===== src/ptsc_pkg.sv =====
`timescale 1ns / 1ps
package ptsc_pkg;
  localparam int ADC_BITS = 10;
  localparam int NUM_W    = ADC_BITS + 6;
  localparam int QW       = 6;
  localparam int NCELL    = QW;

  localparam logic [2:0] ST_SET      = 3'd0;
  localparam logic [2:0] ST_DEAD     = 3'd1;
  localparam logic [2:0] ST_WRONG    = 3'd2;
  localparam logic [2:0] ST_HIGH_SAT = 3'd3;
  localparam logic [2:0] ST_LOW_SAT  = 3'd4;
  localparam logic [2:0] ST_CLOSE    = 3'd5;

  localparam logic [1:0] K_UP   = 2'd0;
  localparam logic [1:0] K_DOWN = 2'd1;
  localparam logic [1:0] K_DACB = 2'd2;
  localparam logic [1:0] K_DONE = 2'd3;

  typedef struct packed {
    logic             vld;
    logic [1:0]       kind;
    logic [2:0]       status;
    logic [5:0]       trim;
    logic             wtrim;
    logic [4:0]       dacb;
    logic             wsd;
    logic [NUM_W-1:0] rem;
    logic [ADC_BITS-1:0] den;
    logic [QW-1:0]    quo;
  } cell_t;
endpackage


===== src/ptsc_cell.sv =====
`timescale 1ns / 1ps
module ptsc_cell
  import ptsc_pkg::*;
(
  input  logic  clk,
  input  logic  rst_n,
  input  cell_t in_c,
  output cell_t out_c
);
  cell_t c_r, c_nxt;
  logic [NUM_W:0] shd;
  logic [NUM_W-1:0] rem_d;
  logic qbit;

  // The divisor stays aligned to the top quotient bit; the partial remainder
  // moves up one place per cell and the new quotient bit enters at the bottom.
  always_comb begin
    c_nxt = in_c;
    shd = {1'b0, {(NUM_W-ADC_BITS){1'b0}}, in_c.den} << (QW-1);
    rem_d = in_c.rem;
    qbit = 1'b0;
    if (in_c.kind != K_DONE && {1'b0, in_c.rem} >= shd) begin
      rem_d = in_c.rem - shd[NUM_W-1:0];
      qbit  = 1'b1;
    end
    c_nxt.rem = {rem_d[NUM_W-2:0], 1'b0};
    c_nxt.quo = {in_c.quo[QW-2:0], qbit};
  end

  always_ff @(posedge clk) begin
    if (!rst_n) begin
      c_r.vld <= 1'b0;
    end else begin
      c_r.vld <= in_c.vld;
    end
    c_r.kind   <= c_nxt.kind;
    c_r.status <= c_nxt.status;
    c_r.trim   <= c_nxt.trim;
    c_r.wtrim  <= c_nxt.wtrim;
    c_r.dacb   <= c_nxt.dacb;
    c_r.wsd    <= c_nxt.wsd;
    c_r.rem    <= c_nxt.rem;
    c_r.den    <= c_nxt.den;
    c_r.quo    <= c_nxt.quo;
  end

  assign out_c = c_r;
endmodule


===== src/pedestal_trim_setting_calculator_top.sv =====
`timescale 1ns / 1ps
// Pedestal trim setting calculator. One channel beat is taken in every clock
// cycle (busy is tied low); its result passes the decode, cell and result
// registers to the out_ ports, marked by out_valid for one cycle. The receiver
// cannot stall the block, so results must be captured when out_valid is high.
// The pipeline is a decode stage, a row of six restoring-division cells
// (one quotient bit each, most significant first) and a finishing stage that
// forms trim, sign and DAC-B from the quotient. hcal_mode is written through
// cfg_wr_en/cfg_wr_data and must only change while no channel is in flight.
module pedestal_trim_setting_calculator_top
  import ptsc_pkg::*;
(
  input  logic                clk,
  input  logic                rst_n,
  input  logic                cfg_wr_en,
  input  logic                cfg_wr_data,
  input  logic                start,
  output logic                busy,
  input  logic [ADC_BITS-1:0] in_baseline_level,
  input  logic [ADC_BITS-1:0] in_high_level,
  input  logic [ADC_BITS-1:0] in_low_level,
  input  logic [ADC_BITS-1:0] in_zero_level,
  input  logic [ADC_BITS-1:0] in_target_level,
  input  logic                in_dead_channel,
  output logic                out_valid,
  output logic [2:0]          out_status,
  output logic [5:0]          out_trim_value,
  output logic                out_write_trim,
  output logic                out_sign_value,
  output logic [4:0]          out_dacb_value,
  output logic                out_write_sign_dacb
);
  localparam int AW = ADC_BITS + 1;

  logic  hcal_r;
  cell_t dec_nxt, dec_r;
  cell_t chain [NCELL+1];

  logic signed [AW-1:0] b, h, l, z, t, num, den, td, dd, nd;
  logic [NUM_W-1:0] scaled;

  assign busy = 1'b0;

  always_ff @(posedge clk) begin
    if (!rst_n) begin
      hcal_r <= 1'b0;
    end else if (cfg_wr_en) begin
      hcal_r <= cfg_wr_data;
    end
  end

  // Decode stage: classify the channel and set up numerator and divisor.
  // Ratios are scaled so that quotient = floor(k*num/den); ceiling cases add den-1.
  always_comb begin
    b = AW'(in_baseline_level);
    h = AW'(in_high_level);
    l = AW'(in_low_level);
    z = AW'(in_zero_level);
    t = AW'(in_target_level);
    td = b - z;
    dd = z - l;
    dec_nxt = '0;
    dec_nxt.vld  = start;
    dec_nxt.kind = K_DONE;
    dec_nxt.status = ST_SET;
    num = '0;
    den = '0;
    nd  = '0;
    scaled = '0;
    if (in_dead_channel) begin
      dec_nxt.status = ST_DEAD;
    end else if (b < t) begin
      num = t - b;
      den = h - b;
      if (den < 0) begin
        dec_nxt.status = ST_WRONG;
      end else if (den == 0 || num > den) begin
        dec_nxt.status = ST_HIGH_SAT;
        dec_nxt.trim = 6'd63;
        dec_nxt.wtrim = 1'b1;
      end else begin
        dec_nxt.kind = K_UP;
        dec_nxt.rem = (NUM_W'(num) << 5) - NUM_W'(num);
        dec_nxt.den = den[ADC_BITS-1:0];
      end
    end else begin
      num = b - t;
      den = b - l;
      if (num > 0 && den < 0) begin
        dec_nxt.status = ST_WRONG;
      end else if (num > 0 && (den == 0 || num > den)) begin
        dec_nxt.status = ST_LOW_SAT;
        dec_nxt.wtrim = 1'b1;
        if (hcal_r) begin
          dec_nxt.dacb = 5'd31;
          dec_nxt.wsd = 1'b1;
        end
      end else if (num == 0 && (!hcal_r || (td >= 0 && dd >= 0))) begin
        dec_nxt.trim = 6'd32;
        dec_nxt.wtrim = 1'b1;
      end else if (!hcal_r) begin
        dec_nxt.kind = K_DOWN;
        dec_nxt.rem = (NUM_W'(num) << 5) + NUM_W'(den) - NUM_W'(1);
        dec_nxt.den = den[ADC_BITS-1:0];
      end else if (td < 0 || dd < 0) begin
        dec_nxt.status = ST_WRONG;
      end else if (num <= td) begin
        dec_nxt.kind = K_DOWN;
        dec_nxt.rem = (NUM_W'(num) << 5) + NUM_W'(td) - NUM_W'(1);
        dec_nxt.den = td[ADC_BITS-1:0];
      end else begin
        // num - td <= dd always holds here, so the quotient stays within 31.
        nd = num - td;
        scaled = (NUM_W'(nd) << 5) - NUM_W'(nd);
        dec_nxt.kind = K_DACB;
        dec_nxt.rem = scaled;
        dec_nxt.den = dd[ADC_BITS-1:0];
        dec_nxt.wtrim = 1'b1;
      end
    end
  end

  always_ff @(posedge clk) begin
    if (!rst_n) begin
      dec_r.vld <= 1'b0;
    end else begin
      dec_r.vld <= dec_nxt.vld;
    end
    dec_r.kind   <= dec_nxt.kind;
    dec_r.status <= dec_nxt.status;
    dec_r.trim   <= dec_nxt.trim;
    dec_r.wtrim  <= dec_nxt.wtrim;
    dec_r.dacb   <= dec_nxt.dacb;
    dec_r.wsd    <= dec_nxt.wsd;
    dec_r.rem    <= dec_nxt.rem;
    dec_r.den    <= dec_nxt.den;
    dec_r.quo    <= dec_nxt.quo;
  end

  assign chain[0] = dec_r;

  // Division row: each cell resolves one quotient bit, most significant first.
  for (genvar i = 0; i < NCELL; i++) begin : g_cell
    ptsc_cell u_cell (
      .clk   (clk),
      .rst_n (rst_n),
      .in_c  (chain[i]),
      .out_c (chain[i+1])
    );
  end

  // Finishing stage: turn the quotient into settings.
  cell_t fin, res_nxt, res_r;
  logic [QW:0] down;
  always_comb begin
    fin = chain[NCELL];
    res_nxt = fin;
    down = 7'd32 - {1'b0, fin.quo};
    case (fin.kind)
      K_UP: begin
        res_nxt.trim  = 6'd32 + fin.quo;
        res_nxt.wtrim = 1'b1;
      end
      K_DOWN: begin
        if (down[QW] || down == '0) begin
          res_nxt.status = ST_CLOSE;
          res_nxt.trim = '0;
          res_nxt.wtrim = 1'b0;
        end else begin
          res_nxt.trim = down[5:0];
          res_nxt.wtrim = 1'b1;
        end
      end
      K_DACB: begin
        res_nxt.trim = '0;
        if (fin.quo == '0) begin
          res_nxt.status = ST_CLOSE;
        end else begin
          res_nxt.dacb = fin.quo[4:0];
          res_nxt.wsd = 1'b1;
        end
      end
      default: ;
    endcase
  end

  always_ff @(posedge clk) begin
    if (!rst_n) begin
      res_r.vld <= 1'b0;
    end else begin
      res_r.vld <= fin.vld;
    end
    res_r.kind   <= res_nxt.kind;
    res_r.status <= res_nxt.status;
    res_r.trim   <= res_nxt.trim;
    res_r.wtrim  <= res_nxt.wtrim;
    res_r.dacb   <= res_nxt.dacb;
    res_r.wsd    <= res_nxt.wsd;
    res_r.rem    <= res_nxt.rem;
    res_r.den    <= res_nxt.den;
    res_r.quo    <= res_nxt.quo;
  end

  assign out_valid           = res_r.vld;
  assign out_status          = res_r.status;
  assign out_trim_value      = res_r.trim;
  assign out_write_trim      = res_r.wtrim;
  assign out_sign_value      = res_r.wsd;
  assign out_dacb_value      = res_r.dacb;
  assign out_write_sign_dacb = res_r.wsd;
endmodule

===== config.mk =====
export PLATFORM = sky130hd
export DESIGN_NAME = pedestal_trim_setting_calculator_top
export DESIGN_NICKNAME = d
export VERILOG_FILES = /design/src/ptsc_pkg.sv /design/src/ptsc_cell.sv /design/src/pedestal_trim_setting_calculator_top.sv
export SDC_FILE = /design/constraint.sdc
export NUM_CORES = 1
export LEC_CHECK = 0
export ABC_CLOCK_PERIOD_IN_PS = 9200
export BUFFER_PORTS_ARGS = -buffer_cell sky130_fd_sc_hd__buf_2
export CAP_MARGIN = 20
export CORE_MARGIN = 5
export CORE_UTILIZATION = 36
export DETAILED_ROUTE_END_ITERATION = 8
export PLACE_DENSITY = 0.57
export SLEW_MARGIN = 20
export SYNTH_ARGS = -nofsm -noshare
export SYNTH_HDL_FRONTEND = slang
export SYNTH_HIERARCHICAL = 1
export SYNTH_SLANG_ARGS = --single-unit

===== constraint.sdc =====
create_clock -name clk -period 9.2 [get_ports clk]
set_clock_uncertainty 0.1 [all_clocks]
set_input_delay 0.92 -clock clk [delete_from_list [all_inputs] [get_ports clk]]
set_output_delay 0.92 -clock clk [all_outputs]
set_load 0.1 [all_outputs]

==> run_results.csv, run 1 <==
group,metric,value,unit
status,status,"finished, final reports clean",
synthesis,netlist_area,18200,um2
floorplanning,num_io_pins,75,
clock_tree,cts_sinks,314,
global_route,grt_pass1_vias,14245,
worst_setup_path,critPathBufInv,4,
worst_setup_path,crit_chain,"buf_2, inv_1, ha_1, nor2b_1, o2111ai_1, nand3_1, nand2_1, xor2_1, inv_1, ha_1, nor2_1, maj3_2, a21oi_2, xor2_1, inv_2, ha_1, a21o_1, a31o_2, xnor2_1, mux2i_1, a22o_1, a32o_1",
worst_setup_path,cp.required,9.52,ns
sta,rsz0062_at_grt,"no",
final_layout,insertedDiodeCount,0,
floorplanning,die_width,235,um
clock_tree,hold_buffers,0,
final_layout,fill_cells,5025,
flow_run,maxCapViolCount,0,
final_layout,finalInstanceArea,20500,um2
floorplanning,rows,82,
global_route,overflow,0,
worst_setup_path,critPathKind,"in2reg",
worst_setup_path,reg2reg_from,"hcal_r",
clock_tree,cts-htree-levels,2,
final_layout,multi_input_comb_area,10700,um2
synthesis,postSynthAreaPerCell,9.23,um2
final_layout,regArea,6290,um2
placement,gp_congestion,1.01,
sta,setup_viol,0,
clock_tree,cts.clk_slew.worst_paths,0.06,ns
worst_setup_path,end_kind,"register",
sta,fin_crit,5.86,ns
worst_setup_path,startpoint,"in_baseline_level[1]",
floorplanning,die_h,235,um
worst_setup_path,r2r_cells,6,
floorplanning,core_area,50100,um2
drt,dr_total_vias,14158,
final_layout,fin_nets,2334,
placement,dp.final_hpwl,40000,um
pwr,peakVddDrop,0.119,mV
worst_hold_path,min_path_cells,0,
drt,final_antenna_net_count,0,
sta,hold_ws,0.224,ns
drt,routedWlPerCell,17.7,um
drt,first_pass_iters,5,
drt,routed_wl,48600,um
clock_tree,postCtsSetupBuffers,0,
drt,drt-vias-per-instance,5.16,
global_route,grt_pass1_wl,76400,um
worst_setup_path,path_delay_family,"compound AO/OA/AOI/OAI gates",
final_layout,syn_to_final_growth,12.5,%
worst_setup_path,crit_top_cell,"ha_1",
floorplanning,fp.dieArea,55100,um2
worst_setup_path,critical-path-slowest-cell,"xor2_1",
worst_setup_path,path_depth,22,
worst_hold_path,hp-start,"g_cell[3].u_cell/out_c[47]",
worst_setup_path,critPathArrivalTime,6.18,ns
clock_tree,cts_tree,"done",
global_route,grt_max_degree,29,
sta,slew_headroom,0.311,
sta,fmax,171,MHz
sta,finalCritPeriodShare,0.637,
drt,drt_iter0_markers,736,
sta,tightest_slew,1.02,ns
worst_setup_path,startpoint_type,"input port",
placement,placed_area,19200,um2
clock_tree,cts_resized,0,
worst_setup_path,crit_fanout,6,
global_route,grtUsageTotal,0.170,
synthesis,synth_fp_nets,2259,
worst_setup_path,max_stage_delay,0.47,ns
clock_tree,numCtsBuffers,34,
global_route,grt_antenna_before_repair,3,
final_layout,utilization,0.409,
clock_tree,cts_root_buf,"clkbuf_16",
pwr,leakage,9.27,nW
sta,final_max_slew_viol_count,0,
synthesis,ys_warn_count,6,
pwr,pwr_density_cell,324,nW/um2
synthesis,syn_inst,1972,
drt,drc,0,
sta,finalHoldViolCount,0,
placement,portBuffers,73,
floorplanning,initial_core_util,0.363,
clock_tree,clock_path_buffers,3,
pwr,totalPowerFinal,6.64,mW
worst_hold_path,min_path_type,"reg2reg",
sta,fin_tns_setup,0,ns
final_layout,layout-drive-gt1-share,0.113,
clock_tree,clkLatencyLatePin,0.52,ns
[power breakdown]
| part | switching, mW | total (mW) | internal, mW |
|---|---|---|---|
| clock network | 0.559 | 1.48 | 0.918 |
| registers | 0.112 | 1.70 | 1.59 |
| logic | 2.00 | 3.46 | 1.46 |
[cell usage in the layout (no fill, tap or decap), types with 36 or more instances in the layout]
master    count
dfxtp_1     314
inv_1       246
ha_1        217
a21oi_1     120
nor2_1       98
nand2_1      92
o21ai_0      83
buf_2        73
xnor2_1      69
a21o_1       48
xor2_1       45
o211ai_1     36
[worst register-to-register path, delay by kind of cell, from the launching register on]
family	cells	cell delay (ns)
DFF	1	0.31
AOI/OAI and AO/OA	3	0.86
buffers and inverters	2	0.76
and+or+nand+nor	1	0.62
[routing by layer]
metal  wire length, um  track usage  up-vias
met5                13            0        -
met4              2230       0.0678        2
met3              1950       0.0242      114
met2             23500        0.302      357
met1             20900        0.206     6592
li1                  -            -     7093
[state kept, by name, indices dropped and copies added (netlist names)]
register	count
g_cell.u_cell/out_c	260
out_sign_value	1
out_dacb_value	5
chain	36
out_status	3
out_valid	1
out_write_trim	1
hcal_r	1
out_trim_value	6
[stage by stage]
stage	instances	setup WS, ns
2_1_floorplan	1972	3.96
3_3_place_gp	2683	3.00
3_5_place_dp	2683	2.90
4_1_cts	2744	3.43
5_1_grt	2744	2.97
6_report	2744	3.34
[cell type report]
class,instances,share of cell area
tap,672,0.0411
sequential,314,0.307
clock buffer,42,0.0465
timing repair buffer,86,0.0226
inverter,251,0.0460
clock inverter,19,0.0144
multi-input combinational,1360,0.522
[path summary, 6_finish.rpt]
check / to / slack (ns)
worst max-delay path: chain[332] / 3.34
worst min-delay path: g_cell[4].u_cell/out_c[47] / 0.22
worst max register to register: chain[325] / 6.42
worst min register to register: g_cell[4].u_cell/out_c[47] / 0.22
No activity file was read; power rests on OpenSTA's default activity.
==> inputs of run 2 (changes only) <==
ABC_CLOCK_PERIOD_IN_PS = 6050   (was 9200)
clock period = 6.05 ns   (was 9.2 ns; I/O delays follow)
==> run_results.csv, run 2 (synthesis results as in run 1) <==
group,metric,value,unit
status,status,"finished, final reports clean",
clock_tree,numCtsBuffers,31,
worst_setup_path,critPathKind,"in2reg",
sta,setup_viol,0,
flow_run,maxCapViolCount,0,
global_route,grt_pass1_wl,78000,um
final_layout,fin_nets,2358,
clock_tree,cts_root_buf,"clkbuf_16",
placement,place_ws,0.293,ns
drt,dr_total_vias,14316,
global_route,grt_pass1_vias,14542,
floorplanning,rows,82,
clock_tree,clock_path_buffers,3,
drt,drc,0,
pwr,totalPowerFinal,9.91,mW
pwr,leakage,9.33,nW
drt,routed_wl,49700,um
sta,rsz0062_at_grt,"no",
sta,fmax,191,MHz
worst_setup_path,crit_fanout,5,
worst_setup_path,critPathArrivalTime,5.55,ns
final_layout,fin_cells,2768,
sta,fin_tns_setup,0,ns
clock_tree,hold_buffers,0,
global_route,grt_antenna_before_repair,2,
clock_tree,cts_sinks,314,
drt,final_antenna_net_count,0,
drt,first_pass_iters,5,
final_layout,final_common_cell,"dfxtp_1",
final_layout,syn_to_final_growth,12.8,%
floorplanning,die_width,235,um
sta,finalHoldViolCount,0,
worst_setup_path,startpoint_type,"input port",
placement,portBuffers,73,
sta,tightest_slew,0.906,ns
global_route,overflow,0,
drt,drt_iter0_markers,826,
sta,fin_crit,5.23,ns
pwr,p_int,5.83,mW
clock_tree,cts_tree,"done",
placement,gp_congestion,0.919,
pwr,combinationalPowerShare,0.543,
placement,dp_cells,2710,
floorplanning,fp.dieArea,55100,um2
clock_tree,clkLatencyLatePin,0.57,ns
global_route,grtUsageTotal,0.173,
pwr,power_frac_seq,0.259,
pwr,power_frac_clock,0.198,
pwr,switchingPower,4.08,mW
floorplanning,num_io_pins,75,
clock_tree,cts-htree-levels,1,
clock_tree,postCtsSetupBuffers,0,
sta,slew_headroom,0.392,
global_route,grt_max_degree,29,
clock_tree,cts_resized,0,
sta,finalCritPeriodShare,0.865,
drt,routedWlPerCell,17.9,um
final_layout,insertedDiodeCount,0,
sta,final_max_slew_viol_count,0,
pwr,pwr_density_cell,483,nW/um2
final_layout,fill_cells,5016,
worst_setup_path,end_kind,"register",
worst_setup_path,cp.required,6.36,ns
clock_tree,cts.clk_slew.worst_paths,0.06,ns
final_layout,final_cell_mix,"314 x dfxtp_1, 246 x inv_1, 217 x ha_1",
final_layout,layout-drive-gt1-share,0.124,
drt,drt-vias-per-instance,5.17,
floorplanning,die_h,235,um
sta,timing.final.ws_setup,0.819,ns
floorplanning,core_area,50100,um2
final_layout,largest_reg_flops,260,
floorplanning,initial_core_util,0.363,
pwr,swShare,0.412,
placement,dp.final_hpwl,41100,um
pwr,peakVddDrop,0.219,mV
worst_hold_path,min_path_type,"in2reg",
-- run 2: cell count changes in the layout (fill, tap and decap cells not counted), moves of 3 or more --
cell / previous run / this run
clkbuf_16: 35 / 31
clkinv_4: 4 / 7
bufinv_16: 6 / 3
clkinv_2: 2 / 7
buf_4: 13 / 39
-- run 2: layout make-up --
cell class                 instances  area [um2]  area share
tap                              672         841      0.0410
clock inverter                    22         239      0.0116
timing repair buffer             113         678      0.0330
multi-input combinational       1360       10700       0.521
clock buffer                      36         845      0.0412
sequential                       314        6290       0.306
inverter                         251         942      0.0459
-- run 2: per-stage QoR --
stage / hold slack, ns / util / area, um2
after CTS: 0.113 / 0.410 / 20500
after floorplan: 0.210 / - / 18200
after detailed placement: 0.212 / 0.388 / 19400
after global routing: 0.135 / 0.410 / 20500
after global placement: 0.210 / 0.388 / 19400
final: 0.154 / 0.410 / 20500
-- run 2: path summary, 6_finish.rpt --
| check | from | endpoint | slack (ns) | depth (start not counted) |
|---|---|---|---|---|
| max | in_baseline_level[0] | chain[335] | 0.82 | 25 |
| min | start | chain[356] | 0.15 | 2 |
| max reg2reg | hcal_r | chain[316] | 3.10 | 6 |
| min reg2reg | g_cell[3].u_cell/out_c[3] | g_cell[4].u_cell/out_c[4] | 0.22 | 0 |
-- run 2: layer usage --
metal | track usage | routed length [um] | vias up
li1 | - | - | 7142
met1 | 0.207 | 21000 | 6734
met2 | 0.321 | 24800 | 350
met3 | 0.0179 | 1980 | 88
met4 | 0.0644 | 1900 | 2
met5 | 0 | 13 | -
-- run 2: power groups by stage --
stage / combinational [mW] / clock, mW / sequential (mW)
after detailed placement: 5.31 / 0 / 2.62
after global routing: 5.89 / 2.11 / 2.61
final: 5.38 / 1.96 / 2.57
after CTS: 5.34 / 2.03 / 2.58
after floorplan: 3.98 / 0 / 2.66
after global placement: 5.24 / 0 / 2.61
-- run 2: critical path, stage by stage --
cell and delay [ns]:
buf_2 0.12, inv_1 0.12, ha_1 0.18, inv_1 0.05, fa_1 0.40, a21o_1 0.25
a21oi_1 0.20, xnor2_1 0.30, ha_1 0.39, inv_1 0.07, o21ba_2 0.16, o21ai_0 0.12
a21oi_1 0.22, xor2_1 0.27, inv_1 0.08, ha_1 0.35, nand3_1 0.09, o31ai_1 0.37
a21o_1 0.19, a21o_1 0.15, nand2_1 0.09, o31a_1 0.27, a32o_1 0.26, o21ai_1 0.14
a211oi_1 0.08
==> inputs of run 3 (changes only) <==
--- a/config.mk
+++ b/config.mk
@@ -10,2 +10,4 @@
 export CAP_MARGIN = 20
+export CELL_PAD_IN_SITES_DETAIL_PLACEMENT = 0
+export CELL_PAD_IN_SITES_GLOBAL_PLACEMENT = 1
 export CORE_MARGIN = 5
@@ -13,3 +15,3 @@
 export DETAILED_ROUTE_END_ITERATION = 8
-export PLACE_DENSITY = 0.57
+export PLACE_DENSITY = 0.68
 export SLEW_MARGIN = 20
--- a/constraint.sdc
+++ b/constraint.sdc
@@ -4,2 +4,2 @@
 set_output_delay 0.605 -clock clk [all_outputs]
-set_load 0.1 [all_outputs]
+set_load 0.05 [all_outputs]
==> run_results.csv, run 3 (synthesis results as in run 1) <==
group,metric,value,unit
flow_run,maxCapViolCount,0,
worst_setup_path,cp.required,6.42,ns
final_layout,final_cell_mix,"314 x dfxtp_1, 246 x inv_1, 217 x ha_1",
final_layout,regArea,6290,um2
drt,first_pass_iters,5,
floorplanning,fp.dieArea,55100,um2
drt,final_antenna_net_count,0,
drt,routed_wl,48900,um
clock_tree,numCtsBuffers,30,
clock_tree,clkLatencyLatePin,0.54,ns
global_route,overflow,0,
sta,rsz0062_at_grt,"no",
floorplanning,rows,82,
sta,hold_ws,0.168,ns
sta,finalCritPeriodShare,0.866,
floorplanning,die_h,235,um
final_layout,final_common_cell,"dfxtp_1",
worst_setup_path,end_kind,"register",
sta,slew_headroom,0.387,
clock_tree,cts_sinks,314,
floorplanning,initial_core_util,0.363,
sta,finalHoldViolCount,0,
final_layout,layout-drive-gt1-share,0.121,
placement,gp_congestion,0.898,
pwr,peakVddDrop,0.238,mV
status,status,"finished, final reports clean",
worst_setup_path,crit_fanout,5,
drt,routedWlPerCell,17.7,um
sta,fmax,191,MHz
placement,dp.final_hpwl,40700,um
sta,setup_viol,0,
clock_tree,cts-htree-levels,1,
clock_tree,postCtsSetupBuffers,0,
clock_tree,hold_buffers,0,
global_route,grt_antenna_before_repair,1,
final_layout,syn_to_final_growth,12.7,%
drt,drc,0,
clock_tree,cts.clk_slew.worst_paths,0.07,ns
global_route,grt_pass1_wl,75900,um
final_layout,multi_input_comb_area,10700,um2
worst_hold_path,min_path_type,"in2reg",
final_layout,largest_reg_flops,260,
worst_setup_path,critPathArrivalTime,5.61,ns
final_layout,fin_nets,2355,
global_route,grtUsageTotal,0.169,
worst_setup_path,reg2reg_to,"chain[317]",
sta,fin_crit,5.24,ns
placement,portBuffers,73,
worst_setup_path,startpoint_type,"input port",
pwr,leakage,9.32,nW
final_layout,fill_cells,5037,
drt,dr_total_vias,14118,
worst_setup_path,reg2reg_from,"hcal_r",
global_route,grt_max_degree,29,
worst_hold_path,hp-start,"start",
pwr,pwr_density_cell,476,nW/um2
worst_hold_path,min_to,"chain[356]",
worst_setup_path,r2r_cells,6,
worst_hold_path,min_path_cells,2,
worst_setup_path,critPathKind,"in2reg",
clock_tree,cts_root_buf,"clkbuf_16",
clock_tree,cts_resized,0,
floorplanning,num_io_pins,75,
sta,final_max_slew_viol_count,0,
drt,drt-vias-per-instance,5.11,
worst_setup_path,r2r_slack,3.23,ns
clock_tree,cts_tree,"done",
drt,drt_iter0_markers,770,
floorplanning,core_area,50100,um2
sta,tightest_slew,0.911,ns
floorplanning,die_width,235,um
clock_tree,clock_path_buffers,3,
sta,fin_tns_setup,0,ns
final_layout,insertedDiodeCount,0,
global_route,grt_pass1_vias,13990,
run 3: cell types whose count changed in the layout (fill, tap and decap cells not counted):
| cell | before | now |
|---|---|---|
| o21ai_1 | 13 | 12 |
| clkinv_4 | 7 | 1 |
| inv_16 | 1 | 0 |
| o21ai_0 | 83 | 84 |
| bufinv_16 | 3 | 5 |
| clkbuf_1 | 0 | 3 |
| clkinv_2 | 7 | 6 |
| clkbuf_8 | 5 | 6 |
| o311ai_1 | 2 | 3 |
| clkinvlp_4 | 2 | 1 |
| o311ai_0 | 1 | 0 |
| buf_4 | 39 | 37 |
run 3: final cells by class:
type	count	area share
clock inverter	15	0.0104
tap	672	0.0410
inverter	251	0.0459
clock buffer	40	0.0424
sequential	314	0.307
multi-input combinational	1360	0.521
timing repair buffer	111	0.0323
run 3: how the worst max path moves through the flow:
| stage | endpoint | slack, ns | startpoint |
|---|---|---|---|
| global route | chain[335] | 0.45 | in_baseline_level[1] |
| CTS | chain[332] | 0.90 | in_baseline_level[1] |
| global placement | chain[335] | 0.40 | in_baseline_level[0] |
| finish | chain[334] | 0.81 | in_baseline_level[0] |
| floorplan | chain[332] | 1.13 | in_baseline_level[1] |
| detailed placement | chain[332] | 0.32 | in_baseline_level[1] |
run 3: worst max-delay path: stages:
cell	delay, ns
buf_2	0.12
inv_1	0.16
ha_1	0.20
inv_1	0.06
fa_1	0.40
a21o_1	0.24
a21oi_1	0.19
xnor2_1	0.25
ha_1	0.37
a21o_1	0.21
a31oi_1	0.28
xnor3_1	0.32
inv_1	0.07
ha_1	0.33
nand3_1	0.09
o31ai_1	0.33
a21o_1	0.18
a21o_1	0.15
a31o_2	0.22
or4b_1	0.44
o211ai_1	0.12
nand4_1	0.11
a21oi_1	0.14
run 3: through the flow:
stage	area (um2)	std cells	total power [mW]	util	worst slack (ns)
2_1_floorplan	18200	1972	6.58	-	1.13
3_3_place_gp	19400	2708	7.78	0.388	0.402
3_5_place_dp	19400	2708	7.81	0.388	0.320
4_1_cts	20500	2763	9.83	0.410	0.899
5_1_grt	20500	2763	10.5	0.410	0.452
6_report	20500	2763	9.77	0.410	0.812
run 3: where the power goes:
part,switching [mW],internal [mW],total [mW],leakage (nW)
clock,0.752,1.22,1.97,0.536
sequential,0.163,2.41,2.57,2.57
combinational,2.95,2.27,5.22,6.21
total,3.87,5.90,9.77,9.32
run 3: per-layer routing:
metal / track usage / wire length, um / up-vias
met1: 0.212 / 21700 / 6605
met4: 0.0471 / 1340 / 2
met3: 0.0158 / 1560 / 79
li1: - / - / 7133
met2: 0.310 / 24400 / 299
met5: 0 / 7 / -
